==> config.mk <==
export PLATFORM = sky130hd
export DESIGN_NAME = substring_replace_all_unit
export DESIGN_NICKNAME = d
export VERILOG_FILES = /design/src/rtl/core/sra_pkg.sv /design/src/rtl/core/sra_cell.sv /design/src/rtl/core/sra_cfg.sv /design/src/rtl/core/substring_replace_all_unit.sv
export SDC_FILE = /design/constraint.sdc
export NUM_CORES = 1
export LEC_CHECK = 0
export BUFFER_PORTS_ARGS = -buffer_cell sky130_fd_sc_hd__buf_2
export CAP_MARGIN = 20
export CORE_UTILIZATION = 55
export DETAILED_ROUTE_END_ITERATION = 8
export GPL_TIMING_DRIVEN = 0
export PLACE_DENSITY = 0.74
export SLEW_MARGIN = 20
export SYNTH_ARGS = -nofsm -noshare
export SYNTH_HDL_FRONTEND = slang
export SYNTH_HIERARCHICAL = 1
export SYNTH_SLANG_ARGS = --single-unit
==> constraint.sdc <==
create_clock -name clk_i -period 7.5 [get_ports clk_i]
set_input_delay 1.125 -clock clk_i [delete_from_list [all_inputs] [get_ports clk_i]]
set_output_delay 1.125 -clock clk_i [all_outputs]
set_load 0.03 [all_outputs]
==> src/rtl/core/sra_pkg.sv <==
// Shared types and constants for the streaming substring replace unit.
// No dependencies.
package sra_pkg;

  localparam int unsigned SEARCH_MAX = 8;
  localparam int unsigned REPLACE_MAX = 8;
  localparam int unsigned CHAR_W = 16;
  localparam int unsigned CNT_W = 4;
  localparam int unsigned IDX_W = 3;

  localparam logic [2:0] REG_SEARCH_LO  = 3'd0;
  localparam logic [2:0] REG_SEARCH_HI  = 3'd1;
  localparam logic [2:0] REG_REPLACE_LO = 3'd2;
  localparam logic [2:0] REG_REPLACE_HI = 3'd3;
  localparam logic [2:0] REG_SEARCH_LEN = 3'd4;
  localparam logic [2:0] REG_REPL_LEN   = 3'd5;
  localparam logic [2:0] REG_WIDE       = 3'd6;

  typedef struct packed {
    logic load;
    logic shift;
  } cell_ctrl_t;

  typedef struct packed {
    logic [127:0]       search;
    logic [127:0]       replace;
    logic [CNT_W-1:0]   slen;
    logic [CNT_W-1:0]   rlen;
    logic               wide;
  } cfg_t;

endpackage

==> src/rtl/core/sra_cell.sv <==
// One pending-character cell: holds a character, loads or shifts from its
// neighbor, compares against its search character. Uses sra_pkg.
module sra_cell (
  input  logic                         clk_i,
  input  sra_pkg::cell_ctrl_t          ctrl_i,
  input  logic [sra_pkg::CHAR_W-1:0]   load_char_i,
  input  logic [sra_pkg::CHAR_W-1:0]   next_char_i,
  input  logic [sra_pkg::CHAR_W-1:0]   search_char_i,
  input  logic [sra_pkg::CHAR_W-1:0]   mask_i,
  output logic [sra_pkg::CHAR_W-1:0]   char_o,
  output logic                         match_o
);

  logic [sra_pkg::CHAR_W-1:0] char_q, char_d;

  always_comb begin
    char_d = char_q;
    if (ctrl_i.load) begin
      char_d = load_char_i;
    end else if (ctrl_i.shift) begin
      char_d = next_char_i;
    end
  end

  always_ff @(posedge clk_i) begin
    char_q <= char_d;
  end

  assign char_o  = char_q;
  assign match_o = ((char_q & mask_i) == (search_char_i & mask_i));

endmodule

==> src/rtl/core/sra_cfg.sv <==
// Configuration register file behind the APB-style port.
// Uses sra_pkg; flags writes that discard pending characters.
module sra_cfg (
  input  logic          clk_i,
  input  logic          rst_ni,
  input  logic          psel_i,
  input  logic          penable_i,
  input  logic          pwrite_i,
  input  logic [5:0]    paddr_i,
  input  logic [63:0]   pwdata_i,
  output logic [63:0]   prdata_o,
  output logic          pready_o,
  output sra_pkg::cfg_t cfg_o,
  output logic          clr_o
);

  logic [63:0] search_lo_q, search_hi_q, repl_lo_q, repl_hi_q;
  logic [3:0]  slen_q, rlen_q;
  logic        wide_q;
  logic        wr;
  logic [2:0]  idx;

  assign pready_o = 1'b1;
  assign wr  = psel_i & penable_i & pwrite_i;
  assign idx = paddr_i[5:3];

  always_ff @(posedge clk_i or negedge rst_ni) begin
    if (!rst_ni) begin
      search_lo_q <= '0;
      search_hi_q <= '0;
      repl_lo_q   <= '0;
      repl_hi_q   <= '0;
      slen_q      <= 4'd1;
      rlen_q      <= 4'd0;
      wide_q      <= 1'b1;
    end else if (wr) begin
      unique case (idx)
        sra_pkg::REG_SEARCH_LO:  search_lo_q <= pwdata_i;
        sra_pkg::REG_SEARCH_HI:  search_hi_q <= pwdata_i;
        sra_pkg::REG_REPLACE_LO: repl_lo_q   <= pwdata_i;
        sra_pkg::REG_REPLACE_HI: repl_hi_q   <= pwdata_i;
        sra_pkg::REG_SEARCH_LEN: slen_q      <= pwdata_i[3:0];
        sra_pkg::REG_REPL_LEN:   rlen_q      <= pwdata_i[3:0];
        sra_pkg::REG_WIDE:       wide_q      <= pwdata_i[0];
        default: ;
      endcase
    end
  end

  assign clr_o = wr & ((idx == sra_pkg::REG_SEARCH_LO) || (idx == sra_pkg::REG_SEARCH_HI) ||
                       (idx == sra_pkg::REG_SEARCH_LEN) || (idx == sra_pkg::REG_WIDE));

  always_comb begin
    unique case (idx)
      sra_pkg::REG_SEARCH_LO:  prdata_o = search_lo_q;
      sra_pkg::REG_SEARCH_HI:  prdata_o = search_hi_q;
      sra_pkg::REG_REPLACE_LO: prdata_o = repl_lo_q;
      sra_pkg::REG_REPLACE_HI: prdata_o = repl_hi_q;
      sra_pkg::REG_SEARCH_LEN: prdata_o = {60'd0, slen_q};
      sra_pkg::REG_REPL_LEN:   prdata_o = {60'd0, rlen_q};
      sra_pkg::REG_WIDE:       prdata_o = {63'd0, wide_q};
      default:                 prdata_o = '0;
    endcase
  end

  always_comb begin
    cfg_o.search  = {search_hi_q, search_lo_q};
    cfg_o.replace = {repl_hi_q, repl_lo_q};
    cfg_o.wide    = wide_q;
    if (slen_q == 4'd0) begin
      cfg_o.slen = 4'd1;
    end else if (slen_q > 4'(sra_pkg::SEARCH_MAX)) begin
      cfg_o.slen = 4'(sra_pkg::SEARCH_MAX);
    end else begin
      cfg_o.slen = slen_q;
    end
    if (rlen_q > 4'(sra_pkg::REPLACE_MAX)) begin
      cfg_o.rlen = 4'(sra_pkg::REPLACE_MAX);
    end else begin
      cfg_o.rlen = rlen_q;
    end
  end

endmodule

==> src/rtl/core/substring_replace_all_unit.sv <==
// Top level of the streaming substring replace unit: sequencer, output
// register and the row of pending cells. Uses sra_pkg, sra_cfg, sra_cell.
//
// channel  | dir | tdata          | tuser      | tlast
// s_axis   | in  | char_in[15:0]  | -          | last_in
// m_axis   | out | char_out[15:0] | char_valid | end_of_text
// apb      | cfg | 64-bit regs at 8*i
//
// One request at a time: the next input character is accepted only once the
// sequencer has returned to idle after emitting its results.
// Emission is bounded by the single output register; a stalled m_axis
// holds the sequencer. Reset clears the pending count and sequencer.
module substring_replace_all_unit (
  input  logic        clk_i,
  input  logic        rst_ni,
  input  logic        s_axis_tvalid_i,
  output logic        s_axis_tready_o,
  input  logic [15:0] s_axis_tdata_i,   // [15:0] char_in
  input  logic        s_axis_tlast_i,
  output logic        m_axis_tvalid_o,
  input  logic        m_axis_tready_i,
  output logic [15:0] m_axis_tdata_o,   // [15:0] char_out
  output logic        m_axis_tuser_o,   // [0] char_valid
  output logic        m_axis_tlast_o,
  input  logic        psel_i,
  input  logic        penable_i,
  input  logic        pwrite_i,
  input  logic [5:0]  paddr_i,
  input  logic [63:0] pwdata_i,
  output logic [63:0] prdata_o,
  output logic        pready_o
);

  localparam int unsigned N = sra_pkg::SEARCH_MAX;
  localparam int unsigned W = sra_pkg::CHAR_W;

  localparam logic [2:0] S_IDLE  = 3'd0;
  localparam logic [2:0] S_SCAN  = 3'd1;
  localparam logic [2:0] S_REPL  = 3'd2;
  localparam logic [2:0] S_FLUSH = 3'd3;
  localparam logic [2:0] S_NULL  = 3'd4;

  sra_pkg::cfg_t cfg;
  logic          clr;

  sra_cfg u_cfg (
    .clk_i, .rst_ni, .psel_i, .penable_i, .pwrite_i, .paddr_i, .pwdata_i,
    .prdata_o, .pready_o, .cfg_o(cfg), .clr_o(clr)
  );

  logic [2:0]                  state_q, state_d;
  logic [sra_pkg::CNT_W-1:0]   cnt_q, cnt_d;
  logic [sra_pkg::IDX_W-1:0]   idx_q, idx_d;
  logic                        last_q, last_d;
  logic                        sent_q, sent_d;
  logic                        ovld_q, ovld_d;
  logic [W-1:0]                ochar_q, ochar_d;
  logic                        ouser_q, ouser_d;
  logic                        oend_q, oend_d;

  logic [W-1:0]  mask;
  logic [W-1:0]  cell_char [N];
  logic [N-1:0]  cell_match;
  logic          accept, slot, shift, prefix;
  sra_pkg::cell_ctrl_t ctrl [N];

  assign mask   = cfg.wide ? 16'hFFFF : 16'h00FF;
  assign accept = s_axis_tvalid_i & s_axis_tready_o;
  assign slot   = !ovld_q || m_axis_tready_i;
  assign s_axis_tready_o = (state_q == S_IDLE);

  for (genvar g = 0; g < N; g++) begin : g_cell
    logic [W-1:0] next_char;
    if (g == N - 1) begin : g_end
      assign next_char = '0;
    end else begin : g_mid
      assign next_char = cell_char[g+1];
    end
    assign ctrl[g].load  = accept && (cnt_q == sra_pkg::CNT_W'(g));
    assign ctrl[g].shift = shift;
    sra_cell u_cell (
      .clk_i,
      .ctrl_i(ctrl[g]),
      .load_char_i(s_axis_tdata_i & mask),
      .next_char_i(next_char),
      .search_char_i(cfg.search[g*W +: W]),
      .mask_i(mask),
      .char_o(cell_char[g]),
      .match_o(cell_match[g])
    );
  end

  always_comb begin
    prefix = 1'b1;
    for (int i = 0; i < N; i++) begin
      if ((sra_pkg::CNT_W'(i) < cnt_q) && !cell_match[i]) begin
        prefix = 1'b0;
      end
    end
  end

  always_comb begin
    state_d = state_q;
    cnt_d   = cnt_q;
    idx_d   = idx_q;
    last_d  = last_q;
    sent_d  = sent_q;
    shift   = 1'b0;
    ovld_d  = ovld_q & ~m_axis_tready_i;
    ochar_d = ochar_q;
    ouser_d = ouser_q;
    oend_d  = oend_q;
    unique case (state_q)
      S_IDLE: begin
        if (accept) begin
          cnt_d   = cnt_q + 1'b1;
          last_d  = s_axis_tlast_i;
          sent_d  = 1'b0;
          state_d = S_SCAN;
        end else if (clr) begin
          cnt_d = '0;
        end
      end
      S_SCAN: begin
        if ((cnt_q == '0) || (prefix && (cnt_q != cfg.slen))) begin
          if (!last_q) begin
            state_d = S_IDLE;
          end else if (cnt_q != '0) begin
            state_d = S_FLUSH;
          end else if (!sent_q) begin
            state_d = S_NULL;
          end else begin
            state_d = S_IDLE;
          end
        end else if (prefix) begin
          cnt_d = '0;
          idx_d = '0;
          if (cfg.rlen != '0) begin
            state_d = S_REPL;
          end
        end else if (slot) begin
          ovld_d  = 1'b1;
          ochar_d = cell_char[0];
          ouser_d = 1'b1;
          oend_d  = last_q && (cnt_q == 4'd1);
          sent_d  = 1'b1;
          shift   = 1'b1;
          cnt_d   = cnt_q - 1'b1;
        end
      end
      S_REPL: begin
        if (slot) begin
          ovld_d  = 1'b1;
          ochar_d = cfg.replace[idx_q*W +: W] & mask;
          ouser_d = 1'b1;
          oend_d  = last_q && ({1'b0, idx_q} == cfg.rlen - 1'b1);
          sent_d  = 1'b1;
          idx_d   = idx_q + 1'b1;
          if ({1'b0, idx_q} == cfg.rlen - 1'b1) begin
            state_d = S_SCAN;
          end
        end
      end
      S_FLUSH: begin
        if (slot) begin
          ovld_d  = 1'b1;
          ochar_d = cell_char[0];
          ouser_d = 1'b1;
          oend_d  = (cnt_q == 4'd1);
          shift   = 1'b1;
          cnt_d   = cnt_q - 1'b1;
          if (cnt_q == 4'd1) begin
            state_d = S_IDLE;
          end
        end
      end
      S_NULL: begin
        if (slot) begin
          ovld_d  = 1'b1;
          ochar_d = '0;
          ouser_d = 1'b0;
          oend_d  = 1'b1;
          state_d = S_IDLE;
        end
      end
      default: state_d = S_IDLE;
    endcase
  end

  always_ff @(posedge clk_i or negedge rst_ni) begin
    if (!rst_ni) begin
      state_q <= S_IDLE;
      cnt_q   <= '0;
      idx_q   <= '0;
      last_q  <= 1'b0;
      sent_q  <= 1'b0;
      ovld_q  <= 1'b0;
    end else begin
      state_q <= state_d;
      cnt_q   <= cnt_d;
      idx_q   <= idx_d;
      last_q  <= last_d;
      sent_q  <= sent_d;
      ovld_q  <= ovld_d;
    end
  end

  always_ff @(posedge clk_i) begin
    ochar_q <= ochar_d;
    ouser_q <= ouser_d;
    oend_q  <= oend_d;
  end

  assign m_axis_tvalid_o = ovld_q;
  assign m_axis_tdata_o  = ochar_q;
  assign m_axis_tuser_o  = ouser_q;
  assign m_axis_tlast_o  = oend_q;

endmodule
Word level (Yosys, flattened, before mapping):

Index checks and enable logic that the tools add are counted.

* bits in registers: 424
* input bits: 94
* output and inout bits: 85
* logic and storage cells: 255

* add/subtract/negate cells: 4
* order comparisons: 10
* equality and inequality tests: 40
* shifts and indexed selects: 1
* mux-type cells: 83
* bitwise gates (word level): 24
* reduce and logical (&&, ||, !) cells: 69

Operator list (number)
* 64-bit one-hot mux with 7 select lines: 1
* 16-bit two-way mux: 22
* 16-bit bitwise AND: 18
* 16-bit equality test: 8
* 128-bit by 8-bit indexed part select with 16-bit output: 1
* 16-bit one-hot mux with 4 select lines: 1
* 3-bit two-way mux: 15
* 4-bit two-way mux: 8
* 1-bit two-way mux: 28
* 1-bit logical AND: 19
* 2-bit inequality test, second input constant: 9
* 2-bit nonzero test: 9
* 4-bit by 3-bit equality test with 1-bit output, second input constant: 4
* 3-bit by 4-bit < comparator with 1-bit output, first input constant: 4
* 2-bit AND reduction: 8
* 3-bit one-hot mux with 5 select lines: 1
* 3-bit by 2-bit equality test with 1-bit output, second input constant: 4
* 3-bit equality test, second input constant: 4
* 4-bit one-hot mux with 3 select lines: 1
* 4-bit AND reduction: 3
* 4-bit nonzero test: 3
* 1-bit zero test: 9
* 3-bit nonzero test: 3
* 4-bit by 2-bit equality test with 1-bit output, second input constant: 2
* 28 further kinds: 46

Logic depth before layout (Yosys ltp):

Gate-level depths: netlist (run 1).

* word-level depth: 19
* depth in mapped cells: 10

By module:

Netlist (run 1), hierarchy kept.

Modules (own cells, without submodules)
* sra_cfg: times used 1, cells an instance 754, area each 12243.0 µm², seq. area each 6633.9 µm²
* sra_cell: times used 8, cells an instance 62, area each 948.4 µm², seq. area each 480.5 µm²
* substring_replace_all_unit: times used 1, cells an instance 292, area each 3017.9 µm², seq. area each 865.8 µm²

Worst setup path before layout (run 1):

OpenSTA, ideal clock, no wires.

* path kind: input to output
* start: input port paddr_i[3]
* end: output port prdata_o[2]
* arrival: 2.514 ns
* data required time: 6.375 ns
* setup slack: 3.861 ns
* stages on the path: 5
* cells stage by stage: buf_2 > buf_2 > buf_2 > mux2i_1 > o21ai_0

* cells in the longest elaborated chain, start to end: 2
* elaborated cells between the ends (all ways): 8

RTL lines
* from (decl): line substring_replace_all_unit.sv:28 `input logic [5:0] paddr_i,`
* 3-bit equality test (tied with other cells): line sra_cfg.sv:54 `unique case (idx)`
* 64-bit one-hot mux with 7 select lines (*): line sra_cfg.sv:54
* to (decl): line substring_replace_all_unit.sv:30 `output logic [63:0] prdata_o,`

Every way passes the cells marked *; elsewhere a longest branch is shown, timed or not.

Worst setup path in the final report (run 1):

* start: input port paddr_i[5]
* end: output port prdata_o[33]

The elaborated chain is that of the path after synthesis.

==> results.json, run 1 <==
{
  "synth_xor_area_frac": 0.0525,
  "setup.worst_path.start_class": "primary input",
  "hold_path.class": "in2async",
  "grt_use_total": 0.368,
  "drt-initial-drc-count": 1785,
  "ctsHoldBuffers": 0,
  "post-route-min-period_ns": 4.57,
  "die_area_um2": 42400,
  "ir_drop_mv": 0.230,
  "slew_headroom": 0.339,
  "worst_slack_ns": 2.93,
  "path_class": "in2out",
  "switching_share": 0.352,
  "synth_edf_count": 146,
  "antenna_found_initial": 3,
  "dp_hpwl_mm": 57.7,
  "power.switching_mw": 3.29,
  "htreeDepth": 2,
  "drt_wl_total_mm": 76.1,
  "synth_compound_area_frac": 0.0396,
  "die_w_um": 206,
  "combPwrFrac": 0.307,
  "power_density_nw_per_um2": 353,
  "setup-violations-final": 0,
  "drtAntennaViolNets": 0,
  "cts_max_path_buffers": 3,
  "tightest_slew_ns": 0.992,
  "clk_latency_ns": 0.60,
  "syn_to_final_growth_pct": 15.8,
  "nets": 1946,
  "cp_data_arrival_time_ns": 3.44,
  "grt_pass1_vias": 15200,
  "p_leak_nw": 11.6,
  "synthSimpleGateAreaFrac": 0.0586,
  "dp_slack_ns": 3.15,
  "use_met1": 0.511,
  "synthMuxAreaShare": 0.319,
  "cts_buffers": 46,
  "synth_top_area_share": 0.302,
  "rsz0062_at_grt": "false",
  "hold_slack_ns": 0.496,
  "yosysSeqAreaShare": 0.496,
  "post_cts_buffers": 0,
  "netlist_area_um2": 22800,
  "fin_setup_tns_ns": 0,
  "cts_resized": 0,
  "grt_max_degree": 98,
  "synth_area_leaders": "dfrtp_1, edfxtp_1, mux2_2",
  "vias": 15400,
  "clk_pin_slew_ns": 0.06,
  "start_util": 0.558,
  "finalCoreUtilization": 0.646,
  "max_freq_mhz": 219,
  "drive_gt1_frac": 0.432,
  "io_pins": 179,
  "report.final.slew_viol_count": 0,
  "gr-total-overflow": 0,
  "synth_ff_type": "dfrtp_1",
  "finalClockSkew_ns": 0.0179,
  "place.gp.congestion": 0.954,
  "top_usage_layer": "met2",
  "final_cell_mix": "dfrtp_1, mux2_2, buf_2",
  "synth_top_family_by_area": "multiplexers",
  "period_share": 0.609,
  "crit_path_end_kind": "output port",
  "crit_fanout": 10,
  "yosysWarningCount": 6,
  "rr_worst_depth": 11,
  "status": "completed",
  "grtUsageMet3": 0.0999,
  "grt_util_met2": 0.540,
  "first_pass_iters": 7,
  "p_seq_frac": 0.420,
  "die_y_um": 206,
  "tritoncts": "built",
  "synth_cell_types": 68,
  "avgRoutedWirePerCell_um": 31.5,
  "netlist_instances": 1542,
  "viasPerCell": 6.37,
  "grt_pass1_wl_mm": 108,
  "std_cell_rows": 74,
  "drc": 0,
  "coreArea_um2": 40900,
  "cts.sinks": 424,
  "required_ns": 6.38,
  "p_int_mw": 6.04,
  "drv_cap": 0,
  "synthArstFlopShare": 0.656,
  "syn_avg_cell_area_um2": 14.8,
  "hold_violations": 0,
  "p_clk_frac": 0.273,
  "synthAdderAreaFrac": 0.00383,
  "root_buffer": "clkbuf_16",
  "synth_seq_cells": 424,
  "layout_commonest_cell": "dfrtp_1",
  "portBuffers": 173,
  "yosys.area.top_type": "dfrtp_1"
}
==> cell families after synthesis <==
family                     count (synthesis)
DFF                                      424
and+or+nand+nor                          233
buffers and inverters                     97
muxes                                    513
adders and majority gates                  7
AOI/OAI and AO/OA                        128
xor gates and xnor gates                 137
other                                      3
==> state kept, by name, indices dropped and copies added, names as in the netlist, 4 cells and up <==
| register | cells |
|---|---|
| g_cell.u_cell/char_o | 128 |
| u_cfg/search_lo_q | 64 |
| u_cfg/slen_q | 4 |
| u_cfg/repl_lo_q | 64 |
| u_cfg/rlen_q | 4 |
| m_axis_tdata_o | 16 |
| u_cfg/search_hi_q | 64 |
| u_cfg/repl_hi_q | 64 |
| cnt_q | 4 |
==> cell type report <==
| cell class | instances | area, um^2 |
|---|---|---|
| Antenna cell | 2 | 5.00 |
| Buffer | 90 | 648 |
| Clock buffer | 58 | 1290 |
| Clock inverter | 28 | 392 |
| Fill cell | 3041 | 14500 |
| Inverter | 7 | 26.3 |
| Multi-Input combinational cell | 1099 | 11100 |
| Sequential cell | 424 | 11300 |
| Tap cell | 532 | 666 |
| Timing Repair Buffer | 177 | 950 |
==> power groups by stage <==
stage | Sequential, mW | Combinational, mW | Clock (mW)
6_report | 3.92 | 2.86 | 2.55
4_1_cts | 3.89 | 2.81 | 2.55
5_1_grt | 3.96 | 3.03 | 2.65
3_5_place_dp | 3.93 | 2.79 | 0
3_3_place_gp | 3.90 | 2.72 | 0
2_1_floorplan | 3.65 | 1.96 | 0
==> stage by stage <==
stage | power [mW] | std cells | cell area [um^2]
floorplan | 5.60 | 1620 | 23100
global placement | 6.62 | 2325 | 24700
detailed placement | 6.72 | 2329 | 24800
CTS | 9.26 | 2415 | 26400
global route | 9.63 | 2415 | 26400
finish | 9.33 | 2417 | 26500
==> cell usage after synthesis, types with 4 or more instances <==
master    instances
a21oi_1           5
a22oi_1          64
a31oi_1           8
and2_1           11
and3_1            6
buf_1             5
buf_12            8
buf_2            30
buf_4             8
buf_6            15
clkbuf_1         24
dfrtp_1         276
edfxtp_1        146
ha_1              7
inv_1             7
mux2_1            4
mux2_2          258
mux2_4          132
mux2i_1          26
mux4_2           93
nand2_1          39
nand2b_1          7
nand3_1           7
nand4_1          18
nor2_1           31
nor2b_1          67
nor3_1            8
nor3b_1           7
o21ai_0          27
or2_1             9
or3_1             4
xor2_1          135
==> final timing paths <==
path                                                       from                              endpoint  slack (ns)
worst max-delay path                                 paddr_i[5]                          prdata_o[33]        2.93
worst max register to register         u_cfg/wide_q$_DFFE_PN1P_  g_cell[2].u_cell/char_o[2]$_DFFE_PP_        3.52
max in group asynchronous                                rst_ni       u_cfg/repl_lo_q[56]$_DFFE_PN0P_        5.61
worst min register to register  u_cfg/repl_lo_q[31]$_DFFE_PN0P_       u_cfg/repl_lo_q[31]$_DFFE_PN0P_        0.53
worst min-delay path                                     rst_ni             m_axis_tvalid_o$_DFF_PN0_        0.50
min in group clk_i              u_cfg/repl_lo_q[31]$_DFFE_PN0P_       u_cfg/repl_lo_q[31]$_DFFE_PN0P_        0.53
==> metal layers <==
metal,part of all wire,vias to the layer above
met1,0.40,7942
met2,0.44,972
met3,0.11,155
li1,-,6328
met5,0.00018,-
met4,0.050,2
==> critical path: stages <==
cell and delay, ns:
buf_2 0.11, clkbuf_1 0.39, clkbuf_1 0.56, clkbuf_1 0.71, nor2b_1 0.29, buf_2 0.26
(Power assumes the default switching activity.)
==> run 2: changes to the inputs <==
--- a/config.mk
+++ b/config.mk
@@ -5,12 +5,13 @@
 export SDC_FILE = /design/constraint.sdc
 export NUM_CORES = 1
 export LEC_CHECK = 0
+export ABC_AREA = 1
 export BUFFER_PORTS_ARGS = -buffer_cell sky130_fd_sc_hd__buf_2
 export CAP_MARGIN = 20
 export CORE_UTILIZATION = 55
 export DETAILED_ROUTE_END_ITERATION = 8
 export GPL_TIMING_DRIVEN = 0
-export PLACE_DENSITY = 0.74
+export PLACE_DENSITY = 0.77
 export SLEW_MARGIN = 20
 export SYNTH_ARGS = -nofsm -noshare
 export SYNTH_HDL_FRONTEND = slang
==> constraint.sdc (replaced) <==
create_clock -name clk_i -period 3.9 [get_ports clk_i]
set_input_delay 0.585 -clock clk_i [delete_from_list [all_inputs] [get_ports clk_i]]
set_output_delay 0.585 -clock clk_i [all_outputs]
set_load 0.03 [all_outputs]
==> results.json, run 2 <==
{
  "antenna_found_initial": 3,
  "cts.sinks": 424,
  "avgRoutedWirePerCell_um": 22.4,
  "drive_gt1_frac": 0.107,
  "switching_share": 0.407,
  "drv_cap": 0,
  "htreeDepth": 2,
  "drtAntennaViolNets": 0,
  "wl_met3_mm": 12.6,
  "p_leak_nw": 15.0,
  "coreArea_um2": 43500,
  "netlist_instances": 3472,
  "power_density_nw_per_um2": 628,
  "drc": 0,
  "portBuffers": 173,
  "grt_pass1_wl_mm": 141,
  "gr-total-overflow": 0,
  "reg2reg_to": "g_cell[0].u_cell/char_o[1]$_DFFE_PP_",
  "root_buffer": "clkbuf_16",
  "p_clk_frac": 0.267,
  "vias": 24300,
  "ir_drop_mv": 0.484,
  "synth_top_area_share": 0.283,
  "syn_to_final_growth_pct": 14.8,
  "period_share": 0.949,
  "violations": "hold timing",
  "die_area_um2": 45200,
  "slew_headroom": 0.262,
  "rr_worst_depth": 14,
  "synthArstFlopShare": 0.656,
  "hold_path.class": "in2async",
  "endpoint": "g_cell[0].u_cell/char_o[1]$_DFFE_PP_",
  "synth_cell_types": 39,
  "worstReg2RegStart": "u_cfg/wide_q$_DFFE_PN1P_",
  "yosys.area.top_type": "dfrtp_1",
  "netlist_area_um2": 24400,
  "cts_max_path_buffers": 3,
  "place.gp.congestion": 1.04,
  "dp_hpwl_mm": 76.9,
  "yosysWarningCount": 6,
  "hold_violations": 8,
  "grt_max_degree": 99,
  "die_w_um": 213,
  "crit_path_end_kind": "flop",
  "max_freq_mhz": 270,
  "rsz0062_at_grt": "false",
  "tritoncts": "built",
  "rrSetupSlack_ns": 0.20,
  "synth_ff_type": "dfrtp_1",
  "highest_layer": "met5",
  "drt-initial-drc-count": 3452,
  "hold_slack_ns": -0.0146,
  "syn_avg_cell_area_um2": 7.03,
  "grt_pass1_vias": 22000,
  "crit_fanout": 65,
  "synth_area_leaders": "dfrtp_1, nand2_1, edfxtp_1",
  "start_util": 0.562,
  "layout_commonest_cell": "nand2_1",
  "status": "finished, violations left",
  "viasPerCell": 5.51,
  "p_seq_frac": 0.433,
  "required_ns": 4.12,
  "drt_wl_total_mm": 98.7,
  "clk_pin_slew_ns": 0.06,
  "power.switching_mw": 7.17,
  "largest_reg_flops": 128,
  "post-route-min-period_ns": 3.70,
  "met2WireLength_mm": 41.8,
  "cts_buffers": 46,
  "std_cell_rows": 76,
  "clk_latency_ns": 0.61,
  "met1Wirelength_mm": 36.7,
  "setup-violations-final": 0,
  "finalClockSkew_ns": 0.0313,
  "combPwrFrac": 0.300,
  "final_cell_mix": "nand2_1, inv_1, dfrtp_1",
  "first_pass_iters": 6,
  "finalCoreUtilization": 0.645,
  "report.final.slew_viol_count": 0,
  "p_int_mw": 10.4,
  "tightest_slew_ns": 1.11,
  "synth_seq_cells": 424,
  "cp-startpoint": "u_cfg/wide_q$_DFFE_PN1P_",
  "nets": 3883,
  "io_pins": 179,
  "setup.worst_path.start_class": "flop",
  "die_y_um": 213,
  "grt_use_total": 0.441,
  "synthTopCellsByCount": "nand2_1, inv_1, dfrtp_1",
  "yosysSeqAreaShare": 0.465,
  "synth.most_common_cell": "nand2_1",
  "path_class": "reg2reg",
  "synth_edf_count": 146,
  "cp_data_arrival_time_ns": 3.92
}
run 2: changes by cell type in the layout (fill, tap and decap cells not counted), sizes merged, moves of 44 or more:
| cell | before | now |
|---|---|---|
| inv | 9 | 512 |
| mux4 | 93 | 0 |
| o21ai | 29 | 308 |
| nor2 | 34 | 150 |
| nand2 | 39 | 1598 |
| a22oi | 64 | 0 |
| xor2 | 135 | 2 |
| mux2 | 394 | 0 |
| nand3 | 7 | 207 |
| buf | 243 | 287 |
| nor2b | 67 | 0 |
run 2: logic make-up after synthesis:
logic type,Yosys count,synth area share
AOI/OAI and AO/OA,363,0.0813
xor gates and xnor gates,4,0.00144
adders and majority gates,7,0.00359
buffers and inverters,662,0.116
DFF,424,0.465
muxes,19,0.00779
other,3,0.000461
and+or+nand+nor,1990,0.325
run 2: area by class of cell:
class / count / area, um^2
timing repair buffer: 176 / 942
buffer: 154 / 930
sequential: 424 / 11300
fill: 4011 / 15400
inverter: 508 / 1910
tap: 585 / 732
clock buffer: 59 / 1300
multi-input combinational: 2472 / 10600
clock inverter: 25 / 304
antenna: 3 / 7.51
run 2: stage by stage:
stage	cell area, um^2	cells	setup TNS, ns	power (mW)	worst slack (ns)
after floorplan	24700	3558	0	10.4	1.05
after global placement	26300	4316	-877.82	12.6	-3.00
after detailed placement	26400	4319	-3.99	12.7	-0.121
after CTS	28000	4403	0	17.4	0.0804
after global routing	28000	4403	0	18.4	0.0320
final	28000	4406	0	17.6	0.198
run 2: worst min path at each step:
stage                     slack [ns]                                 to
final                          -0.01  u_cfg/search_lo_q[51]$_DFFE_PN0P_
after global routing            0.05  u_cfg/search_lo_q[48]$_DFFE_PN0P_
after CTS                      0.009  u_cfg/search_lo_q[48]$_DFFE_PN0P_
after detailed placement        0.47           u_cfg/wide_q$_DFFE_PN1P_
after global placement          0.46           u_cfg/wide_q$_DFFE_PN1P_
after floorplan                 0.29               cnt_q[0]$_DFFE_PN0P_
run 2: worst max-delay path, cell delays in order (launching register included):
cell and delay [ns]:
dfstp_2 0.56, buf_6 0.43, nand3_1 0.14, nand2_1 0.11, nor2_1 0.05, nand2_1 0.07
nor2_1 0.13, nor2_1 0.24, a21oi_2 0.06, nand2_1 0.10, nor2_4 0.06, nor2_2 0.16
nor2_1 0.09, nor3_4 0.41, or2_2 0.56
run 2: metal layers:
| metal | GRT usage | vias to the layer above |
|---|---|---|
| met5 | 0 | - |
| met4 | 0.296 | 4 |
| met3 | 0.131 | 292 |
| met2 | 0.654 | 1482 |
| met1 | 0.558 | 11200 |
| li1 | - | 11300 |
run 2: repair_timing:
action / 4_1_cts / 5_1_grt
buffers inserted: 0 / 0
gates resized for setup: 1 / 1
hold buffers: 0 / 0
endpoints found under the setup margin: 60 / 128
run 2: power groups by stage:
stage | sequential (mW) | combinational (mW) | clock, mW
6_report | 7.62 | 5.28 | 4.69
5_1_grt | 7.67 | 5.83 | 4.85
4_1_cts | 7.53 | 5.16 | 4.69
3_5_place_dp | 7.60 | 5.13 | 0
3_3_place_gp | 7.59 | 5.01 | 0
2_1_floorplan | 6.98 | 3.43 | 0
==> run 3: changes to the inputs <==
--- a/config.mk
+++ b/config.mk
@@ -11,7 +11,7 @@
 export CORE_UTILIZATION = 55
 export DETAILED_ROUTE_END_ITERATION = 8
 export GPL_TIMING_DRIVEN = 0
-export PLACE_DENSITY = 0.77
+export PLACE_DENSITY = 0.74
 export SLEW_MARGIN = 20
 export SYNTH_ARGS = -nofsm -noshare
 export SYNTH_HDL_FRONTEND = slang
==> constraint.sdc (replaced) <==
create_clock -name clk_i -period 4 [get_ports clk_i]
set_input_delay 0.4 -clock clk_i [delete_from_list [all_inputs] [get_ports clk_i]]
set_output_delay 0.4 -clock clk_i [all_outputs]
set_load 0.03 [all_outputs]
==> results.json, run 3 (synthesized netlist as in run 2, its figures left out) <==
{
  "status": "completed",
  "grtUsageMet3": 0.110,
  "drt_wl_total_mm": 97.5,
  "cts_max_path_buffers": 3,
  "required_ns": 4.23,
  "grt_use_total": 0.434,
  "setup-violations-final": 0,
  "antenna_found_initial": 2,
  "vias": 24200,
  "clk_latency_ns": 0.61,
  "top_usage_layer": "met2",
  "root_buffer": "clkbuf_16",
  "die_y_um": 213,
  "htreeDepth": 2,
  "tightest_slew_ns": 1.03,
  "final_cell_mix": "nand2_1, inv_1, dfrtp_1",
  "std_cell_rows": 76,
  "grt_pass1_wl_mm": 140,
  "clk_pin_slew_ns": 0.06,
  "cp-startpoint": "u_cfg/wide_q$_DFFE_PN1P_",
  "cts.sinks": 424,
  "first_pass_iters": 7,
  "hold_path.class": "in2reg",
  "antenna_cells": 0,
  "drc": 0,
  "hold_slack_ns": 0.0183,
  "rsz0062_at_grt": "false",
  "period_share": 0.910,
  "slew_headroom": 0.311,
  "drive_gt1_frac": 0.107,
  "viasPerCell": 5.49,
  "gr-total-overflow": 0,
  "place.gp.congestion": 1.10,
  "max_freq_mhz": 275,
  "drt-initial-drc-count": 3422,
  "grt_pass1_vias": 21300,
  "post-route-min-period_ns": 3.64,
  "ir_drop_mv": 0.347,
  "layout_commonest_cell": "nand2_1",
  "worstReg2RegStart": "u_cfg/wide_q$_DFFE_PN1P_",
  "crit_fanout": 65,
  "syn_to_final_growth_pct": 14.5,
  "avgRoutedWirePerCell_um": 22.1,
  "die_w_um": 213,
  "nets": 3887,
  "report.final.slew_viol_count": 0,
  "power_density_nw_per_um2": 601,
  "cp_data_arrival_time_ns": 3.87,
  "tritoncts": "built",
  "dp_hpwl_mm": 75.9,
  "grt_util_met2": 0.639,
  "path_class": "reg2reg",
  "post_cts_buffers": 0,
  "drtAntennaViolNets": 0,
  "use_met1": 0.575,
  "fin_setup_tns_ns": 0,
  "coreArea_um2": 43500,
  "grt_max_degree": 102,
  "cts_buffers": 47,
  "setup.worst_path.start_class": "flop",
  "start_util": 0.562,
  "die_area_um2": 45200,
  "p_leak_nw": 15.0,
  "crit_path_end_kind": "flop",
  "drv_cap": 0,
  "hold_start": "pwdata_i[16]",
  "io_pins": 179,
  "largest_reg_flops": 128,
  "finalClockSkew_ns": 0.0191,
  "p_total_mw": 16.8,
  "hold_violations": 0,
  "portBuffers": 173
}
==> run 3: repair_timing <==
| item | CTS | global route |
|---|---|---|
| setup endpoints to repair | 0 | 128 |
| hold endpoints to repair | 46 | 0 |
| hold buffers | 2 | 0 |
| resized for setup | 0 | 2 |
==> run 3: report_power, final <==
group	switching [mW]	total, mW	leakage [nW]	internal [mW]
Combinational	3.62	5.19	9.30	1.57
Sequential	1.48	7.40	4.94	5.91
Clock	1.91	4.23	0.715	2.32
Total	7.01	16.8	15.0	9.80
==> run 3: critical path, stage by stage (launching register included) <==
cell and delay (ns):
dfstp_2 0.55, buf_6 0.44, nand3_1 0.28, nand2_1 0.13, nor2_1 0.04, nand2_1 0.05, nor2_1 0.05, inv_1 0.04
nand2_1 0.08, nand2_1 0.08, inv_1 0.04, nand2_1 0.10, nor2_4 0.06, nor2_2 0.15, nor2_1 0.10, nor3_4 0.39
or2_2 0.54
==> run 3: path summary, 6_finish.rpt <==
path                                                          to  slack (ns)  depth (start not counted)
setup reg to reg           g_cell[0].u_cell/char_o[15]$_DFFE_PP_        0.36                         16
min in group asynchronous       u_cfg/search_lo_q[0]$_DFFE_PN0P_        0.29                          2
hold / removal                 u_cfg/search_lo_q[16]$_DFFE_PN0P_        0.02                          3
setup / recovery           g_cell[0].u_cell/char_o[15]$_DFFE_PP_        0.36                         16
hold reg to reg                         u_cfg/wide_q$_DFFE_PN1P_        0.48                          2
max in group asynchronous                   cnt_q[3]$_DFFE_PN0P_        2.61                          4
==> run 3: final cells by class <==
type / instances / area, um^2
buffer: 154 / 930
clock buffer: 62 / 1310
clock inverter: 26 / 156
fill: 3992 / 15500
inverter: 508 / 1910
multi-input combinational: 2472 / 10600
sequential: 424 / 11300
tap: 585 / 732
timing repair buffer: 179 / 990
==> run 3: per-stage QoR <==
step           area (um^2)  utilization  instances  worst slack [ns]
3_3_place_gp         26300        0.606       4316             -2.69
5_1_grt              27900        0.643       4410             0.138
3_5_place_dp         26400        0.609       4320            0.0305
4_1_cts              27900        0.643       4410           0.00649
2_1_floorplan        24700            -       3558              1.15
6_report             27900        0.643       4410             0.362
==> run 3: layer usage <==
metal  vias up  wire length (um)
met5         -                27
met4         4              6680
met3       282             12300
met2      1554             41500
met1     11100             37000
li1      11300                 -
